## config.mk

```make
export PLATFORM = sky130hd
export DESIGN_NAME = pidtc_csr
export DESIGN_NICKNAME = d
export VERILOG_FILES = /design/src/rtl/pidtc_pkg.sv /design/src/rtl/pidtc_csr.sv
export SDC_FILE = /design/constraint.sdc
export NUM_CORES = 1
export LEC_CHECK = 0
export ABC_CLOCK_PERIOD_IN_PS = 2100
export BUFFER_PORTS_ARGS = -buffer_cell sky130_fd_sc_hd__buf_2
export CAP_MARGIN = 30
export CORE_MARGIN = 10
export CORE_UTILIZATION = 40
export DETAILED_ROUTE_END_ITERATION = 6
export PLACE_DENSITY = 0.67
export SLEW_MARGIN = 15
export SYNTH_ARGS = -nofsm -noshare
export SYNTH_HDL_FRONTEND = slang
export SYNTH_SLANG_ARGS = --single-unit
export TNS_END_PERCENT = 100
```

## constraint.sdc

```tcl
create_clock -name clock -period 2.1 [get_ports clock]
set_input_delay 0.525 -clock clock [delete_from_list [all_inputs] [get_ports clock]]
set_output_delay 0.525 -clock clock [all_outputs]
set_load 0.1 [all_outputs]
```

## src/rtl/pidtc_pkg.sv

```systemverilog
// Package for the PID turn controller: field widths, register map, reset values,
// stage payload types and fixed-point constants.
// No dependencies.
package pidtc_pkg;

   // field widths
   localparam int TURN_W     = 13;
   localparam int MEAS_W     = 21;
   localparam int ERR_W      = 22;
   localparam int DERIV_W    = ERR_W + 1;
   localparam int INTEG_W    = 32;
   localparam int SUM_W      = 32;
   localparam int GAIN_W     = 20;
   localparam int LIMIT_W    = 12;
   localparam int ZONE_W     = 16;
   localparam int ITER_W     = 16;
   localparam int DRIVE_W    = 13;
   localparam int ANGLE_FRAC = 4;
   localparam int CSR_IDX_W  = 3;
   localparam int CSR_DATA_W = 20;

   // heading arithmetic
   localparam int DEG_PER_REV  = 360;
   localparam int DEG_W        = 9;
   localparam int TGT_W        = 10;
   localparam longint WRAP_RESIDUE = (longint'(1) << SUM_W) % DEG_PER_REV;
   localparam int RED_W        = 14;
   localparam int RED_OFFSET   = 13 * DEG_PER_REV;
   localparam int RECIP_SHIFT  = 19;
   localparam int RECIP_MUL    = (1 << RECIP_SHIFT) / DEG_PER_REV;
   localparam int RECIP_W      = 11;
   localparam int QUOT_W       = RED_W + RECIP_W - RECIP_SHIFT;

   // control law
   localparam int PROD_P_W    = ERR_W + GAIN_W;
   localparam int PROD_D_W    = DERIV_W + GAIN_W;
   localparam int PROD_I_W    = INTEG_W + GAIN_W;
   localparam int ACC_W       = PROD_I_W + 2;
   localparam int DRIVE_SHIFT = 12;
   localparam int SHIFTED_W   = ACC_W - DRIVE_SHIFT;

   localparam logic signed [INTEG_W-1:0] INTEG_MAX = {1'b0, {(INTEG_W-1){1'b1}}};
   localparam logic signed [INTEG_W-1:0] INTEG_MIN = {1'b1, {(INTEG_W-1){1'b0}}};

   localparam logic CMD_START  = 1'b0;
   localparam logic CMD_SAMPLE = 1'b1;

   typedef enum logic [CSR_IDX_W-1:0] {
      CSR_GAIN_P      = 3'd0,
      CSR_GAIN_I      = 3'd1,
      CSR_GAIN_D      = 3'd2,
      CSR_DRIVE_LIMIT = 3'd3,
      CSR_INTEG_ZONE  = 3'd4,
      CSR_SETTLE_TOL  = 3'd5,
      CSR_ITER_LIMIT  = 3'd6
   } csr_index_type;

   typedef struct packed {
      logic [GAIN_W-1:0]  gain_p;
      logic [GAIN_W-1:0]  gain_i;
      logic [GAIN_W-1:0]  gain_d;
      logic [LIMIT_W-1:0] drive_limit;
      logic [ZONE_W-1:0]  integral_zone;
      logic [ZONE_W-1:0]  settle_tolerance;
      logic [ITER_W-1:0]  iteration_limit;
   } cfg_type;

   localparam cfg_type CFG_RESET = '{
      gain_p:           20'd12452,
      gain_i:           20'd655,
      gain_d:           20'd6554,
      drive_limit:      12'd1536,
      integral_zone:    16'd256,
      settle_tolerance: 16'd8,
      iteration_limit:  16'd300
   };

   typedef enum logic [1:0] {
      KIND_START = 2'd0,
      KIND_RUN   = 2'd1,
      KIND_END   = 2'd2
   } kind_type;

   typedef struct packed {
      kind_type                   kind;
      logic signed [ERR_W-1:0]    err;
      logic signed [DERIV_W-1:0]  deriv;
      logic signed [INTEG_W-1:0]  integ;
      logic [ITER_W-1:0]          iters;
   } law_in_type;

   typedef struct packed {
      logic load_mul;
      logic load_out;
   } law_ctl_type;

endpackage

```

## src/rtl/pidtc_csr.sv

```systemverilog
// Configuration registers of the PID turn controller.
// Depends on pidtc_pkg for the register map and reset values.
module pidtc_csr import pidtc_pkg::*; (
   input  logic                  clock,
   input  logic                  reset,
   input  logic                  csr_valid,
   output logic                  csr_ready,
   input  logic [CSR_IDX_W-1:0]  csr_index,
   input  logic [CSR_DATA_W-1:0] csr_data,
   output cfg_type               cfg
);

   cfg_type cfg_ff;
   cfg_type cfg_in;

   assign csr_ready = 1'b1;
   assign cfg       = cfg_ff;

   always_comb begin
      cfg_in = cfg_ff;
      if (csr_valid) begin
         case (csr_index)
            CSR_GAIN_P:      cfg_in.gain_p           = csr_data[GAIN_W-1:0];
            CSR_GAIN_I:      cfg_in.gain_i           = csr_data[GAIN_W-1:0];
            CSR_GAIN_D:      cfg_in.gain_d           = csr_data[GAIN_W-1:0];
            CSR_DRIVE_LIMIT: cfg_in.drive_limit      = csr_data[LIMIT_W-1:0];
            CSR_INTEG_ZONE:  cfg_in.integral_zone    = csr_data[ZONE_W-1:0];
            CSR_SETTLE_TOL:  cfg_in.settle_tolerance = csr_data[ZONE_W-1:0];
            CSR_ITER_LIMIT:  cfg_in.iteration_limit  = csr_data[ITER_W-1:0];
            default: begin
               // drop writes to unmapped indexes
            end
         endcase
      end
   end

   always_ff @(posedge clock) begin
      if (reset) begin
         cfg_ff <= CFG_RESET;
      end else begin
         cfg_ff <= cfg_in;
      end
   end

endmodule

```

### After elaboration in Yosys (flattened, before gate mapping)

Index checks and enable logic that the tools add are counted.

* eq/ne operators: 6
* reduce and logical (&&, ||, !) cells: 8

Operators by type and width (number)
* $reduce_and 2->1: 7
* $eq 3x3->1 const B: 3
* $eq 3x2->1 const B: 2
* $eq 3x1->1 const B: 1
* $logic_not 3->1: 1

* output and inout bits: 121
* register bits after elaboration: 120
* word-level logic and storage cells: 21

### Depth between registers and ports, before layout

* word-level depth: 2
* mapped depth: 6

### Worst setup path before layout

No wires, ideal clock.

* kind: input to register
* start: input csr_index[1]
* end: register cfg_ff, in the netlist cfg[110]
* path buffers: 3
* arrival: 1.552 ns
* cell stages on the path: 5
* setup slack: 0.424 ns
* cell sequence: buf_2 or4b_4 buf_6 buf_12 mux2i_1

* cells in the longest elaborated chain, start to end: 2

RTL lines
* from (decl): RTL line pidtc_csr.sv:8 `input logic [CSR_IDX_W-1:0] csr_index,`
* $logic_not 3->1: RTL line pidtc_csr.sv:22 `case (csr_index)`
* $reduce_and 2->1 (no line)
* to (signal assigned): RTL line pidtc_csr.sv:41 `cfg_ff <= cfg_in;`
* to (decl): RTL line pidtc_csr.sv:13 `cfg_type cfg_ff;`

No other way between the ends.
A chain may end at the register's enable or synchronous reset.

### Worst setup path after layout

* start: register cfg_ff, in the netlist cfg[108]
* end: output cfg[108] (netlist name)

RTL lines
* to (decl): RTL line pidtc_csr.sv:10 `output cfg_type cfg`

No word-level cell between the ends.

==> out/results.txt <==
Initial DRC count: 151
Clk root buf: clkbuf_16
Die Wd: 129.2 um
# rows: 39
Least-Margin Pin Slew: 562.9 ps
Rel. slew slack: 0.6247
Setup Skew: 0 ps
Die area: 16690 um2
Max reg flops: 120
Switching power: 1525 uW
Fmax: 0.5729 GHz
Mapped Cells: 441
Area grow syn2layout: 28.49%
Ys Warns: 0
Drt total wl: 13.27 mm
Vias in the first global route: 3615
CTS tree: yes
PD cells: 926.6 nW/um2
Sequential cell area: 2402 um2
Reg-to-reg startpoint: cfg[58]
Clock Power Share: 0.461
Initial antenna violation count: 0
Post-synthesis sequential area ratio: 0.5037
Met1 Wirelength: 5.362 mm
Max Cap Viol: 0
TritonRoute pass-1 iters: 4
Syn avg cell area: 10.82 um2
Total Routing Usage GR: 0.1592
CP Capture Point: cfg[108]
Fin worst setup slack: 354.6 ps
Critical path data required time: 1570 ps
Resized cells post-CTS: 0
Post-route setup TNS: 0 ps
Internal power: 4153 uW
Clock Pin Slew Worst Setup and Hold Paths: 50 ps
Crit-path cells: buf_2
Hold-fix buffers, CTS: 0
Leading area contributor after synthesis: dfxtp_1
DR vias: 3536
Hold WC Path Type: input pin to register
Largest family of logic cells by synthesized area: multiplexers
CTS Sinks: 120
Switching share of power: 0.2686
Crit path largest cell delay: 450 ps
Critical-path top delay cell: buf_2
Adder and majority gate portion of the synthesized area: 0
Core Box Area: 11560 um2
Syn Nets: 467
Static Leak: 0.003119 uW
EDFF count, synth: 0
CP Class: register to output port
Period utilization: 0.8311
CP Capture Type: output port
Sequential share of power: 0.415
Ports: 147
Fin nets: 608
Top sig layer: met4
Data arrival, critical path: 1220 ps
Buffer and inverter count on the worst path: 1
Share of post-route cells with drive strength above 1: 0.3193
Die height: 129.2 um
Worst r2r dst: cfg[58]
CP startpoint: cfg[108]
Pin count of the biggest net entering global routing: 72
Port Buffer Count: 145
Distinct cell type count after synthesis: 16
Multi-input gate area: 2177 um2
Setup bufs post-CTS: 0
R2r setup slk: 1460 ps
Startpoint Class: register
Largest delay share family, worst path: buffers and inverters
R2R cell count: 2
H-tree depth: 4
Gr ovfl total: 0
Hold Slack: 404.7 ps
Unrepaired setup endpoints after global routing: false
Met3 wire length: 1.381 mm
Routed Antenna Nets: 0
Area of the mapped netlist: 4770 um2
Status: finished clean
Comb pwr share: 0.123
Final Slew Violations: 0
Fin. Hold Viols: 0
Inserted Clock Buffers: 17
Starting Density: 0.4124
Final setup violation count: 0
Cell depth of the worst setup path: 1
Worst slack at placement: 308.5 ps
Crit-path max FO: 2
Post-synthesis compound-gate area fraction: 0
DRC viols: 0
Top cells by area, synth: dfxtp_1 (50%), mux2i_1 (25%), nand2b_1 (15%)
Min cycle time layout: 1745 ps
Post-Synth Simple-Gate Area: 0.2025
Post-synth top flop: dfxtp_1
DR WL/cell: 18.03 um
Post-DP HPWL: 9.737 mm
Async SR Flop Fraction: 0
Max IR drop VDD: 0.4017 mV
Via/cell ratio: 4.804
Post-synthesis mux area share: 0.2518
Gpl congestion: 0.7493
Dpl cells: 706
FILL cells: 1034
First-pass GRT wire length: 20.31 mm
Fin cells: 736
#FFs+latches synth: 120
Share of the synthesized area in the top cell type: 0.5037
Post-synth top cells: dfxtp_1 (120), mux2i_1 (120), nand2b_1 (114), nor2_1 (39), buf_2 (18)
Worst skew pair latency: 410 ps
Area share of xor/xnor cells in the synthesized design: 0
Met2 WL post-DR: 6.350 mm
Clk buf depth: 2
## metrics by stage
stage	instance area, um2	utilization	total power [uW]
global placement	5592	0.4835	3102
global route	6126	0.5297	5852
detailed placement	5592	0.4835	3110
CTS	6126	0.5297	5724
floorplan	4770	-	2971
finish	6128	0.5299	5679
## worst min-delay path, cell delays in order
cell,delay [ps]
buf_2,90
nor2_1,40
mux2i_1,110
## logic make-up after synthesis
family,after synthesis
buffers and inverters,37
flip-flops,120
multiplexers,120
other,1
AND/OR/NAND/NOR,163
## layout make-up
class,instances,share of cell area
antenna,1,0.0004083
clock buffer,26,0.08473
clock inverter,3,0.002450
multi-input combinational,284,0.3552
sequential,120,0.3920
tap,143,0.02920
timing repair buffer,159,0.1360
## power groups by stage
stage	Combinational, uW	Sequential [uW]	Clock [uW]
after floorplan	205	2770	0
after global placement	699	2400	0
after detailed placement	706	2400	0
after CTS	708	2360	2660
after global routing	734	2360	2760
final	700	2360	2620
## per-layer routing
metal,vias up,global-route usage
met2,113,0.2591
met5,-,0
li1,1732,-
met4,0,0.05418
met1,1676,0.1756
met3,15,0.08320
## worst min-delay path by stage
stage	startpoint	endpoint	cells past startpoint
floorplan	csr_data[10]	cfg[58]	2
global placement	cfg[103]	cfg[103]	2
detailed placement	cfg[119]	cfg[119]	2
CTS	csr_data[1]	cfg[61]	3
global route	csr_data[1]	cfg[61]	3
finish	csr_data[4]	cfg[64]	3
## cell usage in the layout (no fill, tap or decap)
master / n
and4b_1: 1
and4bb_2: 2
buf_2: 144
buf_4: 15
clkbuf_1: 3
clkbuf_16: 17
clkbuf_8: 6
clkinv_2: 3
conb_1: 1
dfxtp_1: 120
diode_2: 1
mux2i_1: 120
nand2b_1: 114
nand4b_1: 3
nand4bb_1: 2
nor2_1: 39
nor4b_2: 1
or4b_4: 1
(Power assumes the default switching activity.)
