$ cat src/rtl/pidtc_pkg.sv
// Package for the PID turn controller: field widths, register map, reset values,
// stage payload types and fixed-point constants.
// No dependencies.
package pidtc_pkg;

   // field widths
   localparam int TURN_W     = 13;
   localparam int MEAS_W     = 21;
   localparam int ERR_W      = 22;
   localparam int DERIV_W    = ERR_W + 1;
   localparam int INTEG_W    = 32;
   localparam int SUM_W      = 32;
   localparam int GAIN_W     = 20;
   localparam int LIMIT_W    = 12;
   localparam int ZONE_W     = 16;
   localparam int ITER_W     = 16;
   localparam int DRIVE_W    = 13;
   localparam int ANGLE_FRAC = 4;
   localparam int CSR_IDX_W  = 3;
   localparam int CSR_DATA_W = 20;

   // heading arithmetic
   localparam int DEG_PER_REV  = 360;
   localparam int DEG_W        = 9;
   localparam int TGT_W        = 10;
   localparam longint WRAP_RESIDUE = (longint'(1) << SUM_W) % DEG_PER_REV;
   localparam int RED_W        = 14;
   localparam int RED_OFFSET   = 13 * DEG_PER_REV;
   localparam int RECIP_SHIFT  = 19;
   localparam int RECIP_MUL    = (1 << RECIP_SHIFT) / DEG_PER_REV;
   localparam int RECIP_W      = 11;
   localparam int QUOT_W       = RED_W + RECIP_W - RECIP_SHIFT;

   // control law
   localparam int PROD_P_W    = ERR_W + GAIN_W;
   localparam int PROD_D_W    = DERIV_W + GAIN_W;
   localparam int PROD_I_W    = INTEG_W + GAIN_W;
   localparam int ACC_W       = PROD_I_W + 2;
   localparam int DRIVE_SHIFT = 12;
   localparam int SHIFTED_W   = ACC_W - DRIVE_SHIFT;

   localparam logic signed [INTEG_W-1:0] INTEG_MAX = {1'b0, {(INTEG_W-1){1'b1}}};
   localparam logic signed [INTEG_W-1:0] INTEG_MIN = {1'b1, {(INTEG_W-1){1'b0}}};

   localparam logic CMD_START  = 1'b0;
   localparam logic CMD_SAMPLE = 1'b1;

   typedef enum logic [CSR_IDX_W-1:0] {
      CSR_GAIN_P      = 3'd0,
      CSR_GAIN_I      = 3'd1,
      CSR_GAIN_D      = 3'd2,
      CSR_DRIVE_LIMIT = 3'd3,
      CSR_INTEG_ZONE  = 3'd4,
      CSR_SETTLE_TOL  = 3'd5,
      CSR_ITER_LIMIT  = 3'd6
   } csr_index_type;

   typedef struct packed {
      logic [GAIN_W-1:0]  gain_p;
      logic [GAIN_W-1:0]  gain_i;
      logic [GAIN_W-1:0]  gain_d;
      logic [LIMIT_W-1:0] drive_limit;
      logic [ZONE_W-1:0]  integral_zone;
      logic [ZONE_W-1:0]  settle_tolerance;
      logic [ITER_W-1:0]  iteration_limit;
   } cfg_type;

   localparam cfg_type CFG_RESET = '{
      gain_p:           20'd12452,
      gain_i:           20'd655,
      gain_d:           20'd6554,
      drive_limit:      12'd1536,
      integral_zone:    16'd256,
      settle_tolerance: 16'd8,
      iteration_limit:  16'd300
   };

   typedef enum logic [1:0] {
      KIND_START = 2'd0,
      KIND_RUN   = 2'd1,
      KIND_END   = 2'd2
   } kind_type;

   typedef struct packed {
      kind_type                   kind;
      logic signed [ERR_W-1:0]    err;
      logic signed [DERIV_W-1:0]  deriv;
      logic signed [INTEG_W-1:0]  integ;
      logic [ITER_W-1:0]          iters;
   } law_in_type;

   typedef struct packed {
      logic load_mul;
      logic load_out;
   } law_ctl_type;

endpackage

$ cat src/rtl/pidtc_track.sv
// Turn state of the PID turn controller: heading target, error history,
// integral and iteration count, updated once per item.
// Depends on pidtc_pkg for widths, constants and stage types.
module pidtc_track import pidtc_pkg::*; (
   input  logic                      clock,
   input  logic                      reset,
   input  logic                      fire,
   input  cfg_type                   cfg,
   input  logic                      cmd,
   input  logic signed [TURN_W-1:0]  turn_angle,
   input  logic signed [MEAS_W-1:0]  measured_angle,
   output law_in_type                law_in
);

   logic [SUM_W-1:0]          angle_sum_ff, angle_sum_in;
   logic [DEG_W-1:0]          heading_mod_ff, heading_mod_in;
   logic signed [TGT_W-1:0]   target_ff, target_in;
   logic signed [ERR_W-1:0]   last_error_ff, last_error_in;
   logic signed [INTEG_W-1:0] integral_ff, integral_in;
   logic [ITER_W-1:0]         count_ff, count_in;
   logic                      active_ff, active_in;

   logic [SUM_W-1:0]               turn_ext;
   logic [SUM_W-1:0]               sum_next;
   logic                           wrap_up, wrap_dn;
   logic signed [RED_W-1:0]        red_x, wrap_adj;
   logic [RED_W-1:0]               red_y, rem_raw;
   logic [RED_W+RECIP_W-1:0]       recip_prod;
   logic [QUOT_W-1:0]              quot_est;
   logic [DEG_W-1:0]               mod_new;
   logic signed [TGT_W-1:0]        target_new;

   logic signed [ERR_W-1:0]   err;
   logic [ERR_W-1:0]          mag;
   logic                      run_ok, in_zone;
   logic signed [DERIV_W-1:0] deriv;
   logic signed [INTEG_W:0]   integ_sum;
   logic signed [INTEG_W-1:0] integ_sat, integ_new;
   logic [ITER_W-1:0]         count_inc;

   // heading: keep the floor residue of the running sum by 360 alongside it
   always_comb begin
      turn_ext = {{(SUM_W-TURN_W){turn_angle[TURN_W-1]}}, turn_angle};
      sum_next = angle_sum_ff + turn_ext;
      wrap_up  = !angle_sum_ff[SUM_W-1] && !turn_angle[TURN_W-1] && sum_next[SUM_W-1];
      wrap_dn  = angle_sum_ff[SUM_W-1] && turn_angle[TURN_W-1] && !sum_next[SUM_W-1];
      // a signed wrap of the sum moves it by 2^32, which is WRAP_RESIDUE mod 360
      wrap_adj = '0;
      if (wrap_up) begin
         wrap_adj = -RED_W'(WRAP_RESIDUE);
      end else if (wrap_dn) begin
         wrap_adj = RED_W'(WRAP_RESIDUE);
      end
      red_x = $signed({{(RED_W-DEG_W){1'b0}}, heading_mod_ff})
            + $signed({{(RED_W-TURN_W){turn_angle[TURN_W-1]}}, turn_angle})
            + wrap_adj;
      red_y = $unsigned(red_x) + RED_W'(RED_OFFSET);
      // quotient by reciprocal, low by at most one
      recip_prod = (RED_W+RECIP_W)'(red_y) * (RED_W+RECIP_W)'(RECIP_MUL);
      quot_est   = recip_prod[RECIP_SHIFT +: QUOT_W];
      rem_raw    = red_y - RED_W'(RED_W'(quot_est) * RED_W'(DEG_PER_REV));
      if (rem_raw >= RED_W'(DEG_PER_REV)) begin
         mod_new = DEG_W'(rem_raw - RED_W'(DEG_PER_REV));
      end else begin
         mod_new = DEG_W'(rem_raw);
      end
      // truncating remainder takes the sign of the sum
      if (sum_next[SUM_W-1] && (mod_new != '0)) begin
         target_new = $signed({1'b0, mod_new}) - $signed(TGT_W'(DEG_PER_REV));
      end else begin
         target_new = $signed({1'b0, mod_new});
      end
   end

   // sample: error, settle test, derivative and integral
   always_comb begin
      err = $signed({{(ERR_W-TGT_W-ANGLE_FRAC){target_ff[TGT_W-1]}}, target_ff,
                     {ANGLE_FRAC{1'b0}}})
          - $signed({{(ERR_W-MEAS_W){measured_angle[MEAS_W-1]}}, measured_angle});
      mag = err[ERR_W-1] ? ERR_W'(-err) : ERR_W'(err);
      run_ok = active_ff && (mag > ERR_W'(cfg.settle_tolerance))
            && (count_ff < cfg.iteration_limit);
      deriv = $signed({err[ERR_W-1], err}) - $signed({last_error_ff[ERR_W-1], last_error_ff});
      in_zone   = (err != '0) && (mag < ERR_W'(cfg.integral_zone));
      integ_sum = $signed({integral_ff[INTEG_W-1], integral_ff})
                + $signed({{(INTEG_W+1-ERR_W){err[ERR_W-1]}}, err});
      if (integ_sum[INTEG_W] != integ_sum[INTEG_W-1]) begin
         integ_sat = integ_sum[INTEG_W] ? INTEG_MIN : INTEG_MAX;
      end else begin
         integ_sat = integ_sum[INTEG_W-1:0];
      end
      integ_new = in_zone ? integ_sat : '0;
      count_inc = count_ff + ITER_W'(1);
   end

   always_comb begin
      law_in         = '0;
      law_in.kind    = KIND_START;
      angle_sum_in   = angle_sum_ff;
      heading_mod_in = heading_mod_ff;
      target_in      = target_ff;
      last_error_in  = last_error_ff;
      integral_in    = integral_ff;
      count_in       = count_ff;
      active_in      = active_ff;
      if (cmd == CMD_START) begin
         angle_sum_in   = sum_next;
         heading_mod_in = mod_new;
         target_in      = target_new;
         last_error_in  = '0;
         integral_in    = '0;
         count_in       = '0;
         active_in      = 1'b1;
      end else if (run_ok) begin
         law_in.kind   = KIND_RUN;
         law_in.err    = err;
         law_in.deriv  = deriv;
         law_in.integ  = integ_new;
         law_in.iters  = count_inc;
         last_error_in = err;
         integral_in   = integ_new;
         count_in      = count_inc;
      end else begin
         law_in.kind  = KIND_END;
         law_in.err   = err;
         law_in.iters = count_ff;
         active_in    = 1'b0;
      end
   end

   always_ff @(posedge clock) begin
      if (reset) begin
         angle_sum_ff   <= '0;
         heading_mod_ff <= '0;
         target_ff      <= '0;
         last_error_ff  <= '0;
         integral_ff    <= '0;
         count_ff       <= '0;
         active_ff      <= 1'b0;
      end else if (fire) begin
         angle_sum_ff   <= angle_sum_in;
         heading_mod_ff <= heading_mod_in;
         target_ff      <= target_in;
         last_error_ff  <= last_error_in;
         integral_ff    <= integral_in;
         count_ff       <= count_in;
         active_ff      <= active_in;
      end
   end

endmodule

$ cat config.mk
export PLATFORM = sky130hd
export DESIGN_NAME = pidtc_track
export DESIGN_NICKNAME = d
export VERILOG_FILES = /design/src/rtl/pidtc_pkg.sv /design/src/rtl/pidtc_track.sv
export SDC_FILE = /design/constraint.sdc
export NUM_CORES = 1
export LEC_CHECK = 0
export BUFFER_PORTS_ARGS = -buffer_cell sky130_fd_sc_hd__buf_2
export CORE_MARGIN = 2
export CORE_UTILIZATION = 35
export CTS_CLUSTER_SIZE = 25
export DETAILED_ROUTE_END_ITERATION = 10
export GPL_TIMING_DRIVEN = 0
export PLACE_DENSITY = 0.58
export SETUP_SLACK_MARGIN = 0.4
export SYNTH_ARGS = -nofsm -noshare
export SYNTH_HDL_FRONTEND = slang
export SYNTH_SLANG_ARGS = --single-unit
$ cat constraint.sdc
create_clock -name clock -period 48.4 [get_ports clock]
set_input_delay 9.68 -clock clock [delete_from_list [all_inputs] [get_ports clock]]
set_output_delay 9.68 -clock clock [all_outputs]
set_load 0.02 [all_outputs]
Word level (Yosys, flattened, before mapping)
Index checks and enable logic that the tools add are counted.
{ "totals": {"reg_bits": 122, "input_bits": 158, "output_inout_bits": 95, "word_cells": 64} }
{ "classes": {"n_addsub": 12, "multipliers": 2, "n_lt_le_gt_ge": 4, "eq_ne": 3, "muxes": 19, "bitwise_logic": 1, "reduce_logical": 16} }
{ "ops": {"columns": ["operator", "count"], "rows": [
  ["$mux 32", 5],
  ["$mux 95", 1],
  ["$mux 22", 3],
  ["$mux 55", 1],
  ["$add 32x22->33", 1],
  ["$add 32x32->32", 1],
  ["$mux 16", 2],
  ["$mux 24", 1],
  ["$sub 22x22->23", 1],
  ["$gt 22x16->1", 1],
  ["$lt 22x16->1", 1],
  ["$neg 22->22", 1],
  ["$reduce_bool 22->1", 1],
  ["$sub 14x21->22", 1],
  ["$mul 14x7->21 const B", 1],
  ["$mux 9", 2],
  ["$add 16x1->16 const B", 1],
  ["$lt 16x16->1", 1],
  ["$add 10x13->14", 1],
  ["$add 14x13->14 const B", 1],
  ["$add 14x14->14", 1],
  ["$ge 14x9->1 const B", 1],
  ["$mux 14", 1],
  ["$sub 14x14->14", 1],
  ["13 further kinds", 25]
]} }

Logic depth before layout (Yosys ltp)
Gate-level depths: netlist of run 1.
{ "logic_depth": {"word_depth": 15, "depth_mapped": 56, "mapped_depth_nobuf": 54} }

Worst setup path before layout of run 1
Ideal clock, no wire load.
{ "synth_path": {"kind": "in2out", "startpoint": "in measured_angle[12]", "endpoint": "out law_in[17] (netlist bit)", "arrival_time_ns": 15.326, "slack_ns": 23.394, "path_stages": 30, "n_path_buf": 4, "cell_sequence": "inv_1 ha_1 clkbuf_1 a21oi_1 o21ai_1 a21oi_1 a211oi_1 a31o_2 a2bb2oi_1 inv_1 clkbuf_1 ha_1 and2_1 nand3_1 o21ai_0 a41oi_1 o21ai_0 o41ai_1 nor2b_1 o21ai_0 nand2b_1 xor2_1 ha_1 o21ai_0 a21o_1 nand4_1 or3_1 clkbuf_1 buf_2 nor2_1"} }
{ "synth_lines": {"columns": ["item", "line", "source"], "rows": [
  ["start: declaration", "pidtc_track.sv:11", "input logic signed [MEAS_W-1:0] measured_angle,"],
  ["end: declaration", "pidtc_track.sv:12", "output law_in_type law_in"]
]} }

==> impl_metrics.json, run 1 <==
{
  "vias": 16600,
  "drc_errors": 0,
  "coreArea_sq_um": 47400,
  "die_area_sq_um": 49600,
  "finalHoldViolCount": 0,
  "cp-start-kind": "primary input",
  "rows": 80,
  "fillCellCount": 5004,
  "worst_hold_slack_ns": 0.456,
  "grt_pass1_wl_um": 84300,
  "crit_family": "compound AO/OA/AOI/OAI gates",
  "nets": 2880,
  "cts-resized-gates": 0,
  "diodes": 0,
  "cts.sinks": 119,
  "timing.rr.start": "angle_sum_ff[14]",
  "setup.worst_path.end_class": "primary output",
  "highest_layer": "met4",
  "synth_ff_type": "dfxtp_1",
  "ff2ff_setup_slack_ns": 32.93,
  "wl_met2_um": 24900,
  "finalSetupViolCount": 0,
  "grt_pass1_vias": 16100,
  "ios": 253,
  "critPathKind": "in2out",
  "grt_start_max_net_pins": 23,
  "drt-total-wl_um": 53300,
  "ys_types": 92,
  "netlist_instances": 2227,
  "h-tree-depth": 4,
  "yosys_warnings": 0,
  "worstHoldStart": "angle_sum_ff[25]",
  "place.port_buffers": 180,
  "async_flop_share_pct": 0,
  "layout_min_cycle_time_ns": 26.88,
  "clock-root-buffer": "clkbuf_16",
  "post-place-ws_ns": 21.55,
  "area_growth_pct": 13.5,
  "antenna_left": 0,
  "min_path_type": "reg2reg",
  "timing.final.crit_share_pct": 55.5,
  "postCtsSetupBuffers": 0,
  "tightest_slew_ns": 1.22,
  "max_freq_ghz": 0.0372,
  "grt.total_usage_pct": 21.1,
  "wl_met3_um": 2350,
  "crit_buf_inv": 8,
  "avgSynthCellArea_sq_um": 7.52,
  "grt_antenna_before_repair": 0,
  "rsz0062_at_grt": "no",
  "status": "finished clean",
  "tns_ns": 0,
  "synth_area_sq_um": 16700,
  "viasPerCell": 5.45,
  "cp_common_cell": "o21ai_0",
  "worst_slack_ns": 21.52,
  "wl_per_cell_um": 17.5,
  "hold_path_depth": 2,
  "yosysSeqAreaShare_pct": 14.2,
  "drt-met1-wl_um": 24100,
  "clk_pin_slew_ns": 0.07,
  "clock_path_buffers": 2,
  "cpPeakStageDelay_ns": 0.55,
  "synth_fp_nets": 2681,
  "cts_tree": "done",
  "ys_ff_latch": 119,
  "cp_slowest_cell": "ha_1",
  "die_y_um": 223,
  "start_util_pct": 35.3,
  "gp_congestion": 0.975,
  "cts_buffers": 17,
  "cts_hold_buf": 0,
  "cp.arrival_ns": 17.20,
  "final_common_cell": "ha_1",
  "synth_edf_count": 0,
  "timing.rr.end": "target_ff[7]",
  "layout_common_cells": "257 x ha_1, 244 x inv_1, 214 x nor2_1, 185 x buf_2, 182 x nand2_1",
  "max_cap_viol_count": 0,
  "dr.pass1.iters": 5,
  "die_w_um": 223,
  "dp_hpwl_um": 43600,
  "drt-initial-drc-count": 974,
  "clk_latency_ns": 0.45,
  "worstPathRequired_ns": 38.72,
  "maxSlewViolCount": 0,
  "cp_max_fo": 21,
  "reg2regPathDepth": 53,
  "holdPathEnd": "angle_sum_ff[25]",
  "clock-skew-final_ns": 0.0151,
  "relSlewSlack_pct": 18.8,
  "drive_above_1_share_pct": 10.9,
  "grt-ovfl-total": 0
}
==> registers in the layout, summed over array words and instances (netlist names) <==
signal,cells
heading_mod_ff,9
target_ff,7
active_ff,1
angle_sum_ff,32
integral_ff,32
last_error_ff,22
count_ff,16
==> tightest hold or removal path: stages, from the launching register on <==
cell and delay [ns]:
dfxtp_1 0.31, nand2_1 0.05, a21oi_1 0.05
==> cells in the mapped netlist (10+ instances only) <==
master	count	area (sq um)
a21o_1	46	345
and3_1	30	188
fa_1	39	781
nor4_1	10	62.6
nand3_1	48	240
a21oi_1	148	741
ha_1	257	3220
nand2b_1	27	169
nor3_1	82	410
nand2_1	182	683
o21a_1	30	225
or3_1	33	206
clkbuf_1	68	255
a211oi_1	34	255
mux2_1	24	270
a31oi_1	23	144
nand4_1	26	163
nor2b_1	51	319
and2_1	18	113
dfxtp_1	119	2380
nor2_1	214	803
inv_1	244	916
o311ai_0	10	87.6
xnor2_1	76	666
xor2_1	46	403
mux2i_1	38	380
o21ai_0	77	385
o31ai_1	17	128
==> area by class of cell <==
cell class | count | area [sq um] | area share (%)
Timing Repair Buffer | 180 | 901 | 4.74
Multi-Input combinational cell | 1774 | 13100 | 68.7
Sequential cell | 119 | 2380 | 12.5
Tap cell | 615 | 769 | 4.05
Inverter | 251 | 942 | 4.96
Clock inverter | 11 | 124 | 0.652
Clock buffer | 21 | 470 | 2.47
Buffer | 83 | 367 | 1.93
==> how the worst max path moves through the flow <==
stage | startpoint | depth (start not counted) | slack, ns | end
after floorplan | measured_angle[12] | 30 | 23.39 | law_in[17]
after global placement | measured_angle[12] | 32 | 21.69 | law_in[18]
after detailed placement | measured_angle[12] | 31 | 21.55 | law_in[18]
after CTS | measured_angle[12] | 31 | 21.52 | law_in[18]
after global routing | measured_angle[12] | 32 | 20.80 | law_in[21]
final | measured_angle[12] | 32 | 21.52 | law_in[18]
==> logic make-up (layout without fill, tap and decap cells) <==
family                   count (synthesis)  after routing  synth area share [%]
adder cells (fa/ha/maj)                296            296                  23.9
multiplexers                            65             65                  4.09
flip-flops                             119            119                  14.2
buffers and inverters                  334            546                  7.81
AO/OA/AOI/OAI                          521            521                  20.9
XOR/XNOR                               126            126                  6.81
AND/OR/NAND/NOR                        766            766                  22.3
==> metal layers <==
metal | vias up | track usage, %
li1 | 8304 | -
met1 | 7794 | 27.0
met2 | 456 | 36.0
met3 | 90 | 2.55
met4 | 0 | 8.29
met5 | - | 0
==> through the flow <==
| stage | util [%] | std cells | area (sq um) |
|---|---|---|---|
| floorplan | - | 2227 | 16700 |
| global placement | 38.8 | 3022 | 18400 |
| detailed placement | 38.8 | 3022 | 18400 |
| CTS | 40.1 | 3054 | 19000 |
| global route | 40.1 | 3054 | 19000 |
| finish | 40.1 | 3054 | 19000 |
Power of run 1 is left out: the tool's default activity adds up to more than one toggle a clock period on the data nets, which glitch-free logic cannot reach.
==> inputs of run 2 (changes only) <==
--- a/config.mk
+++ b/config.mk
@@ -5,6 +5,7 @@
 export SDC_FILE = /design/constraint.sdc
 export NUM_CORES = 1
 export LEC_CHECK = 0
+export ABC_AREA = 1
 export BUFFER_PORTS_ARGS = -buffer_cell sky130_fd_sc_hd__buf_2
 export CORE_MARGIN = 2
 export CORE_UTILIZATION = 35
==> constraint.sdc (replaced) <==
create_clock -name clock -period 24.8 [get_ports clock]
set_input_delay 4.96 -clock clock [delete_from_list [all_inputs] [get_ports clock]]
set_output_delay 4.96 -clock clock [all_outputs]
set_load 0.02 [all_outputs]
==> impl_metrics.json, run 2 <==
{
  "status": "finished clean",
  "coreArea_sq_um": 49000,
  "worst_hold_slack_ns": 0.465,
  "timing.rr.start": "angle_sum_ff[1]",
  "min_path_type": "reg2reg",
  "netlist_instances": 2783,
  "cp_common_cell": "nand2_1",
  "synth_most_common_cell": "nand2_1",
  "viasPerCell": 5.04,
  "synth_edf_count": 0,
  "cp-start-kind": "primary input",
  "worstPathRequired_ns": 25.18,
  "clk_latency_ns": 0.45,
  "clock_path_buffers": 2,
  "tightest_slew_ns": 1.01,
  "drt-total-wl_um": 57200,
  "maxSlewViolCount": 0,
  "cpPeakStageDelay_ns": 0.65,
  "finalSetupViolCount": 0,
  "final-seq-area_sq_um": 2380,
  "ys_types": 52,
  "cts.sinks": 119,
  "dr.pass1.iters": 6,
  "antenna_left": 0,
  "cp_slowest_cell": "xnor2_1",
  "grt_antenna_before_repair": 0,
  "synth_commonest_cells": "568 x nand2_1, 503 x inv_1, 304 x nor2_1",
  "drive_above_1_share_pct": 9.24,
  "vias": 18400,
  "ff2ff_setup_slack_ns": 10.63,
  "die_y_um": 227,
  "relSlewSlack_pct": 32.2,
  "reg.largest.list": "angle_sum_ff x32, integral_ff x32, last_error_ff x22",
  "max_freq_ghz": 0.0540,
  "clock-root-buffer": "clkbuf_16",
  "drc_errors": 0,
  "cts_hold_buf": 0,
  "max_cap_viol_count": 0,
  "grt_pass1_vias": 17300,
  "cts-resized-gates": 0,
  "dp_hpwl_um": 47900,
  "layout_common_cells": "568 x nand2_1, 503 x inv_1, 304 x nor2_1, 258 x a21oi_1, 257 x ha_1",
  "yosysTopAreaCellShare_pct": 18.6,
  "area_growth_pct": 13.2,
  "synth_ff_type": "dfxtp_1",
  "place.port_buffers": 177,
  "yosys_warnings": 0,
  "h-tree-depth": 4,
  "ys_ff_latch": 119,
  "grt_start_max_net_pins": 23,
  "grt-ovfl-total": 0,
  "cp-endpoint": "target_ff[3]",
  "drt-initial-drc-count": 1323,
  "critPathKind": "in2reg",
  "timing.rr.end": "target_ff[3]",
  "grt.total_usage_pct": 22.3,
  "cp_max_fo": 10,
  "cp-startpoint": "turn_angle[1]",
  "cp.arrival_ns": 18.89,
  "yosysSeqAreaShare_pct": 13.7,
  "grt_pass1_wl_um": 89800,
  "netlist_top_cells_area": "ha_1 19%, dfxtp_1 14%, nand2_1 12%",
  "ios": 253,
  "multi_input_area_sq_um": 12700,
  "start_util_pct": 35.4,
  "nets": 3433,
  "avgSynthCellArea_sq_um": 6.23,
  "cts_tree": "done",
  "rsz0062_at_grt": "no",
  "cts_buffers": 17,
  "synth_fp_nets": 3237,
  "clk_pin_slew_ns": 0.06,
  "diodes": 0,
  "synth_top_cell_by_area": "ha_1",
  "layout_min_cycle_time_ns": 18.51,
  "setup.worst_path.end_class": "register",
  "timing.final.crit_share_pct": 74.6,
  "finalHoldViolCount": 0,
  "die_area_sq_um": 51300,
  "reg2regPathDepth": 68,
  "rows": 81,
  "postCtsSetupBuffers": 0,
  "final_common_cell": "nand2_1",
  "wl_per_cell_um": 15.7,
  "fillCellCount": 5356,
  "clock-skew-final_ns": 0.0131,
  "gp_congestion": 0.905,
  "async_flop_share_pct": 0,
  "die_w_um": 227,
  "tns_ns": 0,
  "synth_area_sq_um": 17300
}
## run 2: changes by cell type after synthesis, sizes merged, moves of 51 or more
cell	delta
inv	+262
nor2	+99
a21oi	+109
xnor2	-51
nand2	+397
nand3	+118
nor2b	-51
o21ai	+66
## run 2: logic make-up (layout without fill, tap and decap cells)
kind of cell    count (synthesis)  in the layout  share of synthesized area [%]
simple gates                 1195           1195                           29.6
buf+inv                       585            790                           13.1
compound gates                485            485                           15.2
fa+ha+maj                     296            296                           23.1
flops                         119            119                           13.7
xor+xnor                      103            103                           5.25
## run 2: worst min-delay path by stage
stage          cells after the start         startpoint           endpoint
3_3_place_gp                       2  last_error_ff[20]  last_error_ff[20]
4_1_cts                            2   last_error_ff[5]   last_error_ff[5]
2_1_floorplan                      2  last_error_ff[10]  last_error_ff[10]
6_report                           2  last_error_ff[10]  last_error_ff[10]
3_5_place_dp                       2   last_error_ff[5]   last_error_ff[5]
5_1_grt                            2   last_error_ff[6]   last_error_ff[6]
## run 2: routing by layer
metal / track usage, % / routed length [um] / share of wire, % / up-vias
met5: 0 / 0 / 0 / -
met4: 4.67 / 851 / 1.5 / 0
met3: 3.05 / 2500 / 4.4 / 46
met2: 38.5 / 27000 / 47 / 413
met1: 29.4 / 26800 / 47 / 8524
li1: - / - / - / 9440
## run 2: worst max-delay path, delay by kind of cell
| kind | cells | cell delay, ns |
|---|---|---|
| adders and majority gates | 14 | 5.39 |
| and+or+nand+nor | 30 | 3.14 |
| AOI/OAI and AO/OA | 12 | 2.82 |
| xor gates and xnor gates | 4 | 1.51 |
| buffers and inverters | 9 | 1.05 |
## run 2: metrics by stage
step / setup slack, ns / area (sq um) / utilization [%] / cells
floorplan: 8.46 / 17300 / - / 2783
global placement: 6.15 / 19000 / 38.9 / 3624
detailed placement: 6.03 / 19000 / 38.9 / 3624
CTS: 6.42 / 19600 / 40.1 / 3652
global route: 5.01 / 19600 / 40.1 / 3652
finish: 6.29 / 19600 / 40.1 / 3652
## run 2: final cells by class
type / instances / area share [%]
Buffer: 73 / 1.76
Clock buffer: 18 / 2.24
Clock inverter: 10 / 0.676
Inverter: 512 / 9.80
Multi-Input combinational cell: 2079 / 64.6
Sequential cell: 119 / 12.1
Tap cell: 664 / 4.24
Timing Repair Buffer: 177 / 4.52
Power of run 2 is left out for the same reason.
